**src/hdl/atan2pa_pkg.sv**
```systemverilog
// ----------------------------------------------------------------------------
// atan2pa_pkg
// Shared widths, constants and pipeline word types for the atan2 core.
// ----------------------------------------------------------------------------
`default_nettype none

package atan2pa_pkg;

    // Field widths
    localparam int IN_WIDTH        = 16;
    localparam int ANGLE_FRAC_BITS = 13;
    localparam int OUT_WIDTH       = ANGLE_FRAC_BITS + 3;

    // Magnitude of an input component, up to 2^(IN_WIDTH-1)
    localparam int MAG_WIDTH = IN_WIDTH;

    // Ratio u in Q1.15
    localparam int U_FRAC    = 15;
    localparam int U_WIDTH   = U_FRAC + 1;
    localparam int DIV_STEPS = U_WIDTH;
    localparam int REM_WIDTH = MAG_WIDTH + 1;
    localparam int NUM_WIDTH = MAG_WIDTH + U_WIDTH;

    localparam logic [U_WIDTH-1:0] ONE_Q15 = U_WIDTH'(32'd1 << U_FRAC);

    // Polynomial term widths
    localparam int QUAD_W = 2 * U_FRAC - 1;
    localparam int LIN2_W = 29;
    localparam int PROD_W = QUAD_W + LIN2_W;

    localparam logic [LIN2_W-1:0] COEF_A_Q15 = LIN2_W'(8018);
    localparam logic [LIN2_W-1:0] COEF_B_Q15 = LIN2_W'(2173);
    localparam logic [LIN2_W-1:0] LIN2_BASE  = COEF_A_Q15 << U_FRAC;

    // Angle arithmetic in Q60, signed 64-bit
    localparam int A_W = 64;
    localparam logic signed [A_W-1:0] PI_Q60      = 64'sh3243F6A8885A308D;
    localparam logic signed [A_W-1:0] HALF_PI_Q60 = 64'sh1921FB54442D1846;

    // pi/4 in Q45, split into two partial products
    localparam int PI4_WIDTH = 45;
    localparam int PI4_LO_W  = 23;
    localparam int PI4_HI_W  = PI4_WIDTH - PI4_LO_W;
    localparam logic [PI4_WIDTH-1:0] PI4_Q45 = PI4_WIDTH'(PI_Q60 >> 17);
    localparam logic [PI4_LO_W-1:0]  PI4_LO  = PI4_Q45[PI4_LO_W-1:0];
    localparam logic [PI4_HI_W-1:0]  PI4_HI  = PI4_Q45[PI4_WIDTH-1:PI4_LO_W];

    localparam int LIN_LO_W = U_WIDTH + PI4_LO_W;
    localparam int LIN_HI_W = U_WIDTH + PI4_HI_W;
    localparam int G_W      = U_WIDTH + PI4_WIDTH;

    // Output rounding and saturation
    localparam int ROUND_SHIFT = 60 - ANGLE_FRAC_BITS;
    localparam int Q_WIDTH     = ANGLE_FRAC_BITS + 4;
    localparam int QM_W        = ANGLE_FRAC_BITS + 2;
    localparam logic [A_W-1:0] ROUND_HALF = A_W'(1) << (ROUND_SHIFT - 1);
    localparam logic [A_W-1:0] PI_RND     = (PI_Q60 + ROUND_HALF) >> ROUND_SHIFT;
    localparam logic [QM_W-1:0] PI_OUT    = QM_W'(PI_RND);

    // Quadrant information carried along the pipe
    typedef struct packed {
        logic x_zero;
        logic y_pos;
        logic y_neg;
        logic x_neg;
        logic y_lt_x;
    } t_flags;

    // One divider stage word
    typedef struct packed {
        logic [REM_WIDTH-1:0] rem;
        logic [REM_WIDTH-1:0] den;
        logic [U_WIDTH-1:0]   low;
        logic [U_WIDTH-1:0]   q;
        t_flags               flags;
    } t_div;

endpackage

`default_nettype wire

```
**src/hdl/atan2pa_prep.sv**
```systemverilog
// ----------------------------------------------------------------------------
// atan2pa_prep
// Input stage: magnitudes, ordering, quadrant flags and divider seed.
// ----------------------------------------------------------------------------
`default_nettype none

module atan2pa_prep (
    input  wire logic                                        i_clk,
    input  wire logic                                        i_rst_n,
    input  wire logic                                        i_en,
    input  wire logic                                        i_valid,
    input  wire logic signed [atan2pa_pkg::IN_WIDTH-1:0]     i_y,
    input  wire logic signed [atan2pa_pkg::IN_WIDTH-1:0]     i_x,
    output logic                                             o_valid,
    output atan2pa_pkg::t_div                                o_st
);
    import atan2pa_pkg::*;

    logic [MAG_WIDTH-1:0] ay;
    logic [MAG_WIDTH-1:0] ax;
    logic [MAG_WIDTH-1:0] lo;
    logic [MAG_WIDTH-1:0] hi;
    logic [NUM_WIDTH-1:0] num;
    logic                 y_lt_x;
    t_div                 n_st;
    logic                 r_valid;
    t_div                 r_st;

    // two's complement magnitude; most negative value maps to 2^(W-1)
    assign ay     = i_y[IN_WIDTH-1] ? (~i_y + 1'b1) : i_y;
    assign ax     = i_x[IN_WIDTH-1] ? (~i_x + 1'b1) : i_x;
    assign y_lt_x = ay < ax;
    assign lo     = y_lt_x ? ay : ax;
    assign hi     = y_lt_x ? ax : ay;

    // numerator lo*2^16 + hi gives round-half-up of lo/hi in Q1.15
    assign num = {lo, {U_WIDTH{1'b0}}} + hi;

    always_comb begin
        n_st              = '0;
        n_st.rem          = {1'b0, num[NUM_WIDTH-1:U_WIDTH]};
        n_st.den          = {hi, 1'b0};
        n_st.low          = num[U_WIDTH-1:0];
        n_st.q            = '0;
        n_st.flags.x_zero = (ax == '0);
        n_st.flags.y_pos  = !i_y[IN_WIDTH-1] && (i_y != '0);
        n_st.flags.y_neg  = i_y[IN_WIDTH-1];
        n_st.flags.x_neg  = i_x[IN_WIDTH-1];
        n_st.flags.y_lt_x = y_lt_x;
    end

    always_ff @(posedge i_clk) begin
        if (!i_rst_n) begin
            r_valid <= 1'b0;
        end else if (i_en) begin
            r_valid <= i_valid;
        end
    end

    always_ff @(posedge i_clk) begin
        if (i_en) begin
            r_st <= n_st;
        end
    end

    assign o_valid = r_valid;
    assign o_st    = r_st;

endmodule

`default_nettype wire

```
**config.mk**
```make
export PLATFORM = sky130hd
export DESIGN_NAME = atan2pa_prep
export DESIGN_NICKNAME = d
export VERILOG_FILES = /design/src/hdl/atan2pa_pkg.sv /design/src/hdl/atan2pa_prep.sv
export SDC_FILE = /design/constraint.sdc
export NUM_CORES = 1
export LEC_CHECK = 0
export ABC_AREA = 1
export BUFFER_PORTS_ARGS = -buffer_cell sky130_fd_sc_hd__buf_2
export CELL_PAD_IN_SITES_DETAIL_PLACEMENT = 1
export CELL_PAD_IN_SITES_GLOBAL_PLACEMENT = 1
export CORE_AREA = 2 2 91 102
export CTS_BUF_LIST = sky130_fd_sc_hd__clkbuf_4 sky130_fd_sc_hd__clkbuf_8
export CTS_CLUSTER_SIZE = 20
export DETAILED_ROUTE_END_ITERATION = 10
export DIE_AREA = 0 0 93 104
export PLACE_DENSITY_LB_ADDON = 0.3
export SLEW_MARGIN = 20
export SYNTH_ARGS = -nofsm -noshare
export SYNTH_HDL_FRONTEND = slang
export SYNTH_SLANG_ARGS = --single-unit
```
**constraint.sdc**
```tcl
create_clock -name i_clk -period 3.45 [get_ports i_clk]
set_input_delay 0.69 -clock i_clk [delete_from_list [all_inputs] [get_ports i_clk]]
set_output_delay 0.69 -clock i_clk [all_outputs]
set_load 0.01 [all_outputs]
```
**After elaboration in Yosys (flattened, before gate mapping)**

Index checks and enable logic that the tools add are counted.

- Bits in registers: 54
- Input port bits: 36

- Order comparisons: 1
- Add/sub/neg operators: 3
- Muxes and demuxes: 4
- Bitwise operators: 2
- Reductions and logical operators: 4

Operators by type and width:

| cell | number |
|---|---|
| $mux W16 | 4 |
| $add A16 B1 Y16 const B | 2 |
| $add A32 B16 Y32 | 1 |
| $not A16 Y16 | 2 |
| $logic_not A16 Y1 | 1 |
| $lt A16 B16 Y1 | 1 |
| $reduce_bool A16 Y1 | 1 |
| $logic_and A1 B1 Y1 | 1 |
| $logic_not A1 Y1 | 1 |

**Longest topological paths before layout**

Gate-level depths: netlist of the first run.

- Depth after elaboration: 6
- Mapped depth: 18
- Gate-level depth less buffers: 17

**Worst setup path after synthesis of the first run**

OpenSTA, ideal clock, no wires.

- Kind: input port to flip-flop
- From: input i_y[1] in the netlist's numbering
- To: register r_st (netlist bit o_st[22]) (data pin)
- Stages: 14
- Buffers on the path: 1
- Slack: 0.643 ns
- Data arrival time: 2.554 ns
- Required time: 3.197 ns
- Library setup time: 0.253 ns
- Cell sequence: inv_1 ha_1 nand4_1 nor2_1 nand2_1 nand3_1 nand2_1 ha_1 nand2_1 nor4_2 nand2_4 buf_4 nand3_1 nand2_1

- Longest elaborated chain between the ends: 6

RTL lines:

| item | RTL line | source |
|---|---|---|
| start: declaration | atan2pa_prep.sv:12 | `input wire logic signed [atan2pa_pkg::IN_WIDTH-1:0] i_y,` |
| $not A16 Y16 | atan2pa_prep.sv:30 | `assign ay = i_y[IN_WIDTH-1] ? (~i_y + 1'b1) : i_y;` |
| $add A16 B1 Y16 | atan2pa_prep.sv:30 |  |
| $mux W16 * | atan2pa_prep.sv:30 |  |
| $lt A16 B16 Y1 | atan2pa_prep.sv:32 | `assign y_lt_x = ay < ax;` |
| $mux W16 * | atan2pa_prep.sv:34 | `assign hi = y_lt_x ? ax : ay;` |
| named net hi[1] | atan2pa_prep.sv:22 | `logic [MAG_WIDTH-1:0] hi;` |
| $add A32 B16 Y32 * | atan2pa_prep.sv:37 | `assign num = {lo, {U_WIDTH{1'b0}}} + hi;` |
| end signal: assignment | atan2pa_prep.sv:62 | `r_st <= n_st;` |
| end: declaration | atan2pa_prep.sv:27 | `t_div r_st;` |

Mark *: on every way through the listed nets, which the timed path passes. The rest lies on a longest branch.
A chain may end at the register's enable or synchronous reset.

**Final worst setup path of the first run**

- From: input i_y[0] in the netlist's numbering
- To: register r_st (netlist bit o_st[31]) (data pin)

Same word-level chain as after synthesis.

==> results of run 1 <==
[cell type report]
class | instances | area (sq um) | area share
clock buffers | 8 | 97.6 | 0.0269
multi-input cells | 311 | 1560 | 0.430
repair buffers | 97 | 518 | 0.143
flip-flops and latches | 38 | 1130 | 0.312
inverters | 47 | 176 | 0.0487
well taps | 114 | 143 | 0.0394
[state kept, by name, summed over array words and instances, names as in the netlist]
register	cells
o_valid	1
o_st	37
[stage by stage]
stage               total power (W)  setup WS (ns)
floorplan                   0.00101          0.643
detailed placement          0.00116        0.00761
finish                      0.00147          0.358
global route                0.00156         0.0867
global placement            0.00113         0.0983
CTS                         0.00149          0.316
[cells in the final DEF, fill, tap and decap left out, drive strengths merged]
| cell type | synthesis | layout |
|---|---|---|
| o211ai | 1 | 1 |
| o21ai | 10 | 10 |
| conb | 1 | 18 |
| nor4 | 2 | 2 |
| nand2 | 140 | 140 |
| nor3 | 2 | 2 |
| nand3 | 52 | 52 |
| a21oi | 10 | 10 |
| xor2 | 14 | 14 |
| inv | 47 | 47 |
| nor2 | 36 | 36 |
| buf | 45 | 97 |
| nand4 | 3 | 3 |
| dfxtp | 1 | 1 |
| nand3b | 3 | 3 |
| clkbuf | 1 | 8 |
| edfxtp | 37 | 37 |
| a31oi | 2 | 2 |
| a211oi | 1 | 1 |
| ha | 17 | 17 |
[worst max-delay path: stages]
cell and delay [ns]:
buf_2 0.13, inv_1 0.08, ha_1 0.21, nand4_1 0.14, nor2_1 0.25, nand2_1 0.11, nand3_1 0.09, nand2_1 0.14
ha_1 0.31, nand2_1 0.09, nor4_2 0.41, nand2_4 0.12, nand2_4 0.30, nand2_1 0.12, nand2_1 0.08
[report_power, final]
group / leakage, nW / total [W] / switching, W / internal [W]
Clock: 0.0523 / 0.000328 / 0.000149 / 0.000179
Combinational: 1.49 / 0.000524 / 0.000336 / 0.000188
Sequential: 0.368 / 0.000616 / 0.0000198 / 0.000596
[per-layer routing]
| metal | part of all wire | vias to the layer above | global-route usage | wire length, um |
|---|---|---|---|---|
| met4 | 0.028 | 0 | 0.0756 | 235 |
| li1 | - | 1466 | - | - |
| met5 | 0 | - | 0 | 0 |
| met3 | 0.043 | 16 | 0.0261 | 361 |
| met2 | 0.49 | 80 | 0.309 | 4160 |
| met1 | 0.44 | 1323 | 0.220 | 3670 |
[path summary, 6_finish.rpt]
path / start / to / depth (start not counted)
worst max-delay path: i_y[0] / o_st[31]$_DFFE_PP_ / 15
worst min register to register: o_valid$_SDFFE_PN0P_ / o_valid$_SDFFE_PN0P_ / 2
worst max register to register: o_valid$_SDFFE_PN0P_ / o_valid$_SDFFE_PN0P_ / 2
worst min-delay path: o_valid$_SDFFE_PN0P_ / o_valid$_SDFFE_PN0P_ / 2
[cells by family (layout without fill, tap and decap cells)]
family | after synthesis | after routing | share of synthesized area
xor gates and xnor gates | 14 | 14 | 0.0438
buffers and inverters | 93 | 152 | 0.164
adders and majority gates | 17 | 17 | 0.0677
and+or+nand+nor | 238 | 238 | 0.321
AOI/OAI and AO/OA | 24 | 24 | 0.0418
DFF | 38 | 38 | 0.360
other | 1 | 18 | 0.00119
==> results.sh, run 1 <==
export IMPL_status="finished clean"
export IMPL_dr_total_vias=2885
export IMPL_yosysMostFrequentCell="nand2_1"
export IMPL_antenna_found_initial=0
export IMPL_min_period_ns=3.09
export IMPL_drc=0
export IMPL_track_usage=0.179
export IMPL_max_freq_mhz=323
export IMPL_clk_latency_ns=0.28
export IMPL_finalHoldViolCount=0
export IMPL_grt_pass1_wl_um=13600
export IMPL_cts_buffer_depth=2
export IMPL_synthArstFlopShare=0
export IMPL_synth_edf_count=37
export IMPL_synthTopCellsByArea="edfxtp_1, nand2_1, buf_4, nand3_1, ha_1"
export IMPL_synth_seq_area_share=0.360
export IMPL_cts_hold_buf=0
export IMPL_crit_fanout=33
export IMPL_drive_gt1_frac=0.230
export IMPL_crit_arrival_ns=3.26
export IMPL_dieArea_sq_um=9670
export IMPL_finalCritPeriodShare=0.896
export IMPL_ctsResizeCount=0
export IMPL_critPathLaunchType="primary input"
export IMPL_detail_route_wl_per_cell_um=13.7
export IMPL_yosysWarnings=0
export IMPL_syn_to_final_growth_pct=15.3
export IMPL_dp_cells=607
export IMPL_synth_top_area_frac=0.354
export IMPL_dpl_hpwl_um=6990
export IMPL_grt_pass1_vias=2846
export IMPL_slew_violations=0
export IMPL_required_ns=3.62
export IMPL_post_cts_buffers=0
export IMPL_cts_sinks=38
export IMPL_critPathKind="primary input to register"
export IMPL_fp_dieW_um=93
export IMPL_clock_skew_ns=0
export IMPL_netlist_instances=425
export IMPL_n_antenna_cell=0
export IMPL_finalSetupViolCount=0
export IMPL_cts_clk_slew_worst_paths_ns=0.07
export IMPL_ctsHtreeMaxLevel=2
export IMPL_core_area_sq_um=8650
export IMPL_r2r_slack_ns=2.76
export IMPL_tritoncts="yes"
export IMPL_synth_top_cell_by_area="edfxtp_1"
export IMPL_fin_util=0.419
export IMPL_grt_overflow=0
export IMPL_nets=553
export IMPL_fin_area_sq_um=3620
export IMPL_powerDensity_nw_per_um2=405
export IMPL_viasPerCell=4.69
export IMPL_start_util=0.363
export IMPL_cts_root_buf="clkbuf_8"
export IMPL_num_rows=36
export IMPL_drtIter0Drc=116
export IMPL_synth_area_per_cell_sq_um=7.39
export IMPL_synth_top_cells_by_count="nand2_1, nand3_1, inv_1"
export IMPL_fillerInstances=1152
export IMPL_endpoint_kind="register"
export IMPL_ir_worst_vdd_mv=0.141
export IMPL_wl_um=8430
export IMPL_synth_area_sq_um=3140
export IMPL_cap_viol_max_count=0
export IMPL_port_buffers=89
export IMPL_die_h_um=104
export IMPL_leakage_nw=1.91
export IMPL_final_cells=615
export IMPL_ys_types=29
export IMPL_worst_slew_pin_slew_ns=0.821
export IMPL_first_pass_iters=4
export IMPL_gp_routability_congestion=0.852
export IMPL_postPlaceCellArea_sq_um=3530
export IMPL_io_pins=108
export IMPL_synth_flop_cell="edfxtp_1"
export IMPL_rsz0062_at_grt="false"
export IMPL_grt_max_degree=40
export IMPL_hold_slack_ns=0.577
export IMPL_fin_setup_tns_ns=0
export IMPL_ys_seq_elements=38
export IMPL_hp_class="register to register"
export IMPL_cts_buffers_inserted=5
export IMPL_ant_nets=0
export IMPL_relSlewSlack=0.453
Note: power is estimated with default switching activity, not from simulation.
==> run 2, diff against run 1 <==
--- a/config.mk
+++ b/config.mk
@@ -9,11 +9,11 @@
 export BUFFER_PORTS_ARGS = -buffer_cell sky130_fd_sc_hd__buf_2
 export CELL_PAD_IN_SITES_DETAIL_PLACEMENT = 1
 export CELL_PAD_IN_SITES_GLOBAL_PLACEMENT = 1
-export CORE_AREA = 2 2 91 102
+export CORE_AREA = 2 2 97 108
 export CTS_BUF_LIST = sky130_fd_sc_hd__clkbuf_4 sky130_fd_sc_hd__clkbuf_8
 export CTS_CLUSTER_SIZE = 20
 export DETAILED_ROUTE_END_ITERATION = 10
-export DIE_AREA = 0 0 93 104
+export DIE_AREA = 0 0 99 110
 export PLACE_DENSITY_LB_ADDON = 0.3
 export SLEW_MARGIN = 20
 export SYNTH_ARGS = -nofsm -noshare
==> constraint.sdc (replaced) <==
create_clock -name i_clk -period 2.8 [get_ports i_clk]
set_input_delay 0.56 -clock i_clk [delete_from_list [all_inputs] [get_ports i_clk]]
set_output_delay 0.56 -clock i_clk [all_outputs]
set_load 0.01 [all_outputs]
==> results.sh, run 2 (synthesis gave the netlist of run 1 again) <==
export IMPL_status="finished clean"
export IMPL_fin_area_sq_um=4430
export IMPL_worst_slew_pin_slew_ns=0.871
export IMPL_finalCritPeriodShare=0.986
export IMPL_layout_commonest_cell="nand2_1"
export IMPL_layout_common_cells="nand2_1, buf_2, buf_4"
export IMPL_cts_root_buf="clkbuf_8"
export IMPL_drc=0
export IMPL_cts_hold_buf=0
export IMPL_r2r_end="o_valid$_SDFFE_PN0P_"
export IMPL_critPathSlowestCell="ha_1"
export IMPL_dr_total_vias=3156
export IMPL_cts_buffers_inserted=5
export IMPL_core_area_sq_um=9750
export IMPL_finalSetupViolCount=0
export IMPL_cts_sinks=38
export IMPL_reg2reg_depth=2
export IMPL_path_delay_family="simple AND/OR/NAND/NOR gates"
export IMPL_first_pass_iters=4
export IMPL_path_depth=16
export IMPL_dieArea_sq_um=10900
export IMPL_ant_nets=0
export IMPL_worstReg2RegStart="o_valid$_SDFFE_PN0P_"
export IMPL_crit_arrival_ns=2.82
export IMPL_start_util=0.322
export IMPL_critPathKind="primary input to register"
export IMPL_clk_latency_ns=0.30
export IMPL_fin_setup_tns_ns=0
export IMPL_num_rows=38
export IMPL_finalHoldViolCount=0
export IMPL_path_buf_inv=3
export IMPL_total_power_w=0.00217
export IMPL_leakage_nw=2.29
export IMPL_largest_register_ffs=37
export IMPL_drive_gt1_frac=0.383
export IMPL_cp_slowest_stage_delay_ns=0.28
export IMPL_hp_class="primary input to register"
export IMPL_antenna_found_initial=0
export IMPL_cts_clk_slew_worst_paths_ns=0.07
export IMPL_grt_max_degree=40
export IMPL_tritoncts="yes"
export IMPL_gp_routability_congestion=0.803
export IMPL_syn_to_final_growth_pct=40.9
export IMPL_ir_worst_vdd_mv=0.179
export IMPL_critPathLaunchType="primary input"
export IMPL_io_pins=108
export IMPL_drtIter0Drc=89
export IMPL_clock_skew_ns=0
export IMPL_cp_endpoint="o_st[24]$_DFFE_PP_"
export IMPL_crit_fanout=7
export IMPL_powerDensity_nw_per_um2=490
export IMPL_track_usage=0.167
export IMPL_ctsHtreeMaxLevel=2
export IMPL_path_common_cell="nand2_1"
export IMPL_grt_pass1_vias=3072
export IMPL_crit_start="i_y[0]"
export IMPL_port_buffers=89
export IMPL_cts_buffer_depth=2
export IMPL_grt_pass1_wl_um=14400
export IMPL_detail_route_wl_per_cell_um=13.6
export IMPL_postPlaceCellArea_sq_um=3980
export IMPL_fillerInstances=1232
export IMPL_nets=619
export IMPL_viasPerCell=4.59
export IMPL_slew_violations=0
export IMPL_endpoint_kind="register"
export IMPL_die_h_um=110
export IMPL_max_freq_mhz=362
export IMPL_cap_viol_max_count=0
export IMPL_fp_dieW_um=99
export IMPL_grt_overflow=0
export IMPL_crit_chain="buf_2, inv_2, ha_4, nand4_1, nand2_1, xor2_1, ha_1, nand2_1, nor2_1, a211oi_1, nand2_1, nand2_4, nand2_8, clkbuf_16, nand2_1, nand2_1"
export IMPL_wl_um=9370
export IMPL_r2r_slack_ns=2.12
export IMPL_dpl_hpwl_um=7310
export IMPL_min_period_ns=2.76
export IMPL_n_antenna_cell=0
export IMPL_required_ns=2.86
export IMPL_relSlewSlack=0.419
## run 2: cell types whose count changed in the layout (fill, tap and decap cells not counted), moves of 5 or more
cell     delta
buf_4      +59
nand2_1    -12
nand2_2    +11
nor2_1      -8
ha_1        -5
nor2_2      +5
## run 2: through the flow
stage               std cells  hold WS (ns)  utilization  setup WS [ns]
finish                    687         0.485        0.454         0.0380
global route              687         0.493        0.454         -0.171
CTS                       677         0.476        0.422         0.0288
detailed placement        669         0.550        0.408         -0.302
global placement          669         0.515        0.408         -0.252
floorplan                 442         0.555            -          0.123
## run 2: worst min path at each step
| stage | from | end | slack (ns) | cells past startpoint |
|---|---|---|---|---|
| after global routing | i_valid | o_valid$_SDFFE_PN0P_ | 0.49 | 3 |
| final | i_valid | o_valid$_SDFFE_PN0P_ | 0.49 | 3 |
| after global placement | o_valid$_SDFFE_PN0P_ | o_valid$_SDFFE_PN0P_ | 0.52 | 2 |
| after floorplan | o_valid$_SDFFE_PN0P_ | o_valid$_SDFFE_PN0P_ | 0.56 | 2 |
| after CTS | i_valid | o_valid$_SDFFE_PN0P_ | 0.48 | 3 |
| after detailed placement | o_valid$_SDFFE_PN0P_ | o_valid$_SDFFE_PN0P_ | 0.55 | 2 |
## run 2: layout make-up
class | count | area (sq um) | share of cell area
clock inverters | 3 | 63.8 | 0.0144
well taps | 120 | 150 | 0.0339
inverters | 47 | 176 | 0.0399
clock buffers | 5 | 68.8 | 0.0155
repair buffers | 163 | 1080 | 0.244
flip-flops and latches | 38 | 1130 | 0.256
multi-input cells | 311 | 1760 | 0.397
## run 2: layer usage
layer | part of all wire | wire (um) | GRT usage | vias to the layer above
met1 | 0.42 | 3910 | 0.199 | 1461
met4 | 0.024 | 229 | 0.0587 | 0
met5 | 0 | 0 | 0 | -
met2 | 0.51 | 4790 | 0.306 | 85
met3 | 0.047 | 436 | 0.0259 | 14
li1 | - | - | - | 1596
## run 2: where the power goes
part	total [W]	internal, W	switching, W
logic	0.000855	0.000379	0.000476
clock network	0.000555	0.000352	0.000203
registers	0.000758	0.000734	0.0000238
total	0.00217	0.00147	0.000703
## run 2: worst reg2reg max path, cell delays in order, from the launching register on
cell and delay (ns):
dfxtp_1 0.31, o21ai_0 0.18, a21oi_1 0.06
## run 2: what timing repair did
item,in CTS,in global routing
setup endpoints to repair,0,33
buffers inserted,0,6
gates resized for setup,0,50
==> run 3, diff against run 2 <==
--- a/config.mk
+++ b/config.mk
@@ -14,6 +14,7 @@
 export CTS_CLUSTER_SIZE = 20
 export DETAILED_ROUTE_END_ITERATION = 10
 export DIE_AREA = 0 0 99 110
+export HOLD_SLACK_MARGIN = 0.05
 export PLACE_DENSITY_LB_ADDON = 0.3
 export SLEW_MARGIN = 20
 export SYNTH_ARGS = -nofsm -noshare
==> constraint.sdc (replaced) <==
create_clock -name i_clk -period 2.8 [get_ports i_clk]
set_input_delay 0.42 -clock i_clk [delete_from_list [all_inputs] [get_ports i_clk]]
set_output_delay 0.42 -clock i_clk [all_outputs]
set_load 0.01 [all_outputs]
==> results.sh, run 3 (synthesis gave the netlist of run 1 again) <==
export IMPL_status="finished clean"
export IMPL_track_usage=0.164
export IMPL_layout_common_cells="nand2_1, buf_2, nand3_1"
export IMPL_cts_buffer_depth=2
export IMPL_powerDensity_nw_per_um2=489
export IMPL_crit_chain="buf_2, inv_1, nand3_1, o21ai_0, xor2_1, ha_1, a21oi_1, nor2_1, a211oi_1, nand2_1, nand2_4, nand2_4, buf_12, nand2_1, nand2_1"
export IMPL_r2r_slack_ns=2.14
export IMPL_multiInputGateArea_sq_um=1600
export IMPL_dpl_hpwl_um=7270
export IMPL_critPathKind="primary input to register"
export IMPL_max_freq_mhz=386
export IMPL_start_util=0.322
export IMPL_required_ns=2.86
export IMPL_ir_worst_vdd_mv=0.188
export IMPL_gp_routability_congestion=0.797
export IMPL_port_buffers=89
export IMPL_die_h_um=110
export IMPL_cp_slowest_stage_delay_ns=0.30
export IMPL_n_antenna_cell=0
export IMPL_viasPerCell=4.64
export IMPL_hp_class="primary input to register"
export IMPL_endpoint_kind="register"
export IMPL_clk_latency_ns=0.29
export IMPL_largest_register_ffs=37
export IMPL_critPathLaunchType="primary input"
export IMPL_rsz0062_at_grt="false"
export IMPL_cts_clk_slew_worst_paths_ns=0.08
export IMPL_layout_commonest_cell="nand2_1"
export IMPL_slew_violations=0
export IMPL_combPwrFrac=0.371
export IMPL_internal_power_w=0.00129
export IMPL_clkPwrFrac=0.238
export IMPL_p_sw_frac=0.337
export IMPL_num_rows=38
export IMPL_ant_nets=0
export IMPL_ff_latch_area_sq_um=1130
export IMPL_crit_fanout=20
export IMPL_detail_route_wl_per_cell_um=13.2
export IMPL_power_switching_w=0.000653
export IMPL_finalHoldViolCount=0
export IMPL_drtIter0Drc=113
export IMPL_finalSetupViolCount=0
export IMPL_wl_um=8650
export IMPL_nets=589
export IMPL_grt_pass1_wl_um=14200
export IMPL_ctsHtreeMaxLevel=2
export IMPL_dr_total_vias=3046
export IMPL_finalCritPeriodShare=0.924
export IMPL_tritoncts="yes"
export IMPL_io_pins=108
export IMPL_antenna_found_initial=0
export IMPL_cts_sinks=38
export IMPL_fillerInstances=1254
export IMPL_grt_max_degree=40
export IMPL_fin_setup_tns_ns=0
export IMPL_cts_buffers_inserted=5
export IMPL_clock_skew_ns=0
export IMPL_crit_arrival_ns=2.65
export IMPL_cap_viol_max_count=0
export IMPL_dieArea_sq_um=10900
export IMPL_total_power_w=0.00194
export IMPL_relSlewSlack=0.414
export IMPL_grt_pass1_vias=3044
export IMPL_fp_dieW_um=99
export IMPL_cts_root_buf="clkbuf_8"
export IMPL_core_area_sq_um=9750
export IMPL_critPathSlowestCell="ha_1"
export IMPL_worst_slew_pin_slew_ns=0.879
export IMPL_p_seq_frac=0.391
export IMPL_drive_gt1_frac=0.292
export IMPL_drc=0
export IMPL_cts_hold_buf=0
export IMPL_first_pass_iters=4
export IMPL_min_period_ns=2.59
export IMPL_syn_to_final_growth_pct=26.3
export IMPL_grt_overflow=0
export IMPL_leakage_nw=2.10
export IMPL_path_common_cell="nand2_1"
## run 3: worst paths after layout
| path | cells past startpoint | end | start |
|---|---|---|---|
| worst min register to register | 2 | o_valid$_SDFFE_PN0P_ | o_valid$_SDFFE_PN0P_ |
| worst max register to register | 2 | o_valid$_SDFFE_PN0P_ | o_valid$_SDFFE_PN0P_ |
| worst min-delay path | 3 | o_valid$_SDFFE_PN0P_ | i_valid |
| worst max-delay path | 15 | o_st[58]$_DFFE_PP_ | i_y[2] |
## run 3: through the flow
stage	setup WS (ns)	area [sq um]	hold WS [ns]	util	std cells
6_report	0.212	3970	0.359	0.407	657
2_1_floorplan	0.263	3210	0.513	-	442
3_5_place_dp	-0.186	3810	0.534	0.391	648
4_1_cts	0.121	3920	0.354	0.402	656
3_3_place_gp	-0.0770	3810	0.516	0.391	648
5_1_grt	0.00739	3970	0.373	0.407	657
## run 3: final cells by class
class | instances | share of cell area
Clock buffer | 5 | 0.0173
Clock inverter | 3 | 0.0101
Inverter | 47 | 0.0445
Multi-Input combinational cell | 311 | 0.402
Sequential cell | 38 | 0.285
Tap cell | 120 | 0.0378
Timing Repair Buffer | 133 | 0.203
## run 3: what timing repair did
item / in CTS / in global routing
gates resized for setup: 0 / 11
buffers inserted: 0 / 1
setup endpoints to repair: 0 / 33
endpoints found under the hold margin: 0 / 0
## run 3: worst max-delay path: cells and delay by family
| kind | cells | cell delay, ns |
|---|---|---|
| AND/OR/NAND/NOR | 7 | 0.70 |
| AO/OA/AOI/OAI | 3 | 0.57 |
| buffers and inverters | 3 | 0.37 |
| adder cells (fa/ha/maj) | 1 | 0.30 |
| XOR/XNOR | 1 | 0.27 |
## run 3: power by group through the flow
stage | registers (W) | logic (W) | clock network (W)
6_report | 0.000758 | 0.000720 | 0.000463
5_1_grt | 0.000770 | 0.000812 | 0.000497
4_1_cts | 0.000761 | 0.000719 | 0.000478
3_5_place_dp | 0.000774 | 0.000716 | 0
3_3_place_gp | 0.000772 | 0.000688 | 0
2_1_floorplan | 0.000820 | 0.000423 | 0
## run 3: metal layers
| layer | global-route usage | vias up | part of all wire |
|---|---|---|---|
| li1 | - | 1532 | - |
| met1 | 0.194 | 1417 | 0.43 |
| met2 | 0.295 | 85 | 0.50 |
| met3 | 0.0277 | 12 | 0.051 |
| met4 | 0.0646 | 0 | 0.018 |
| met5 | 0 | - | 0 |
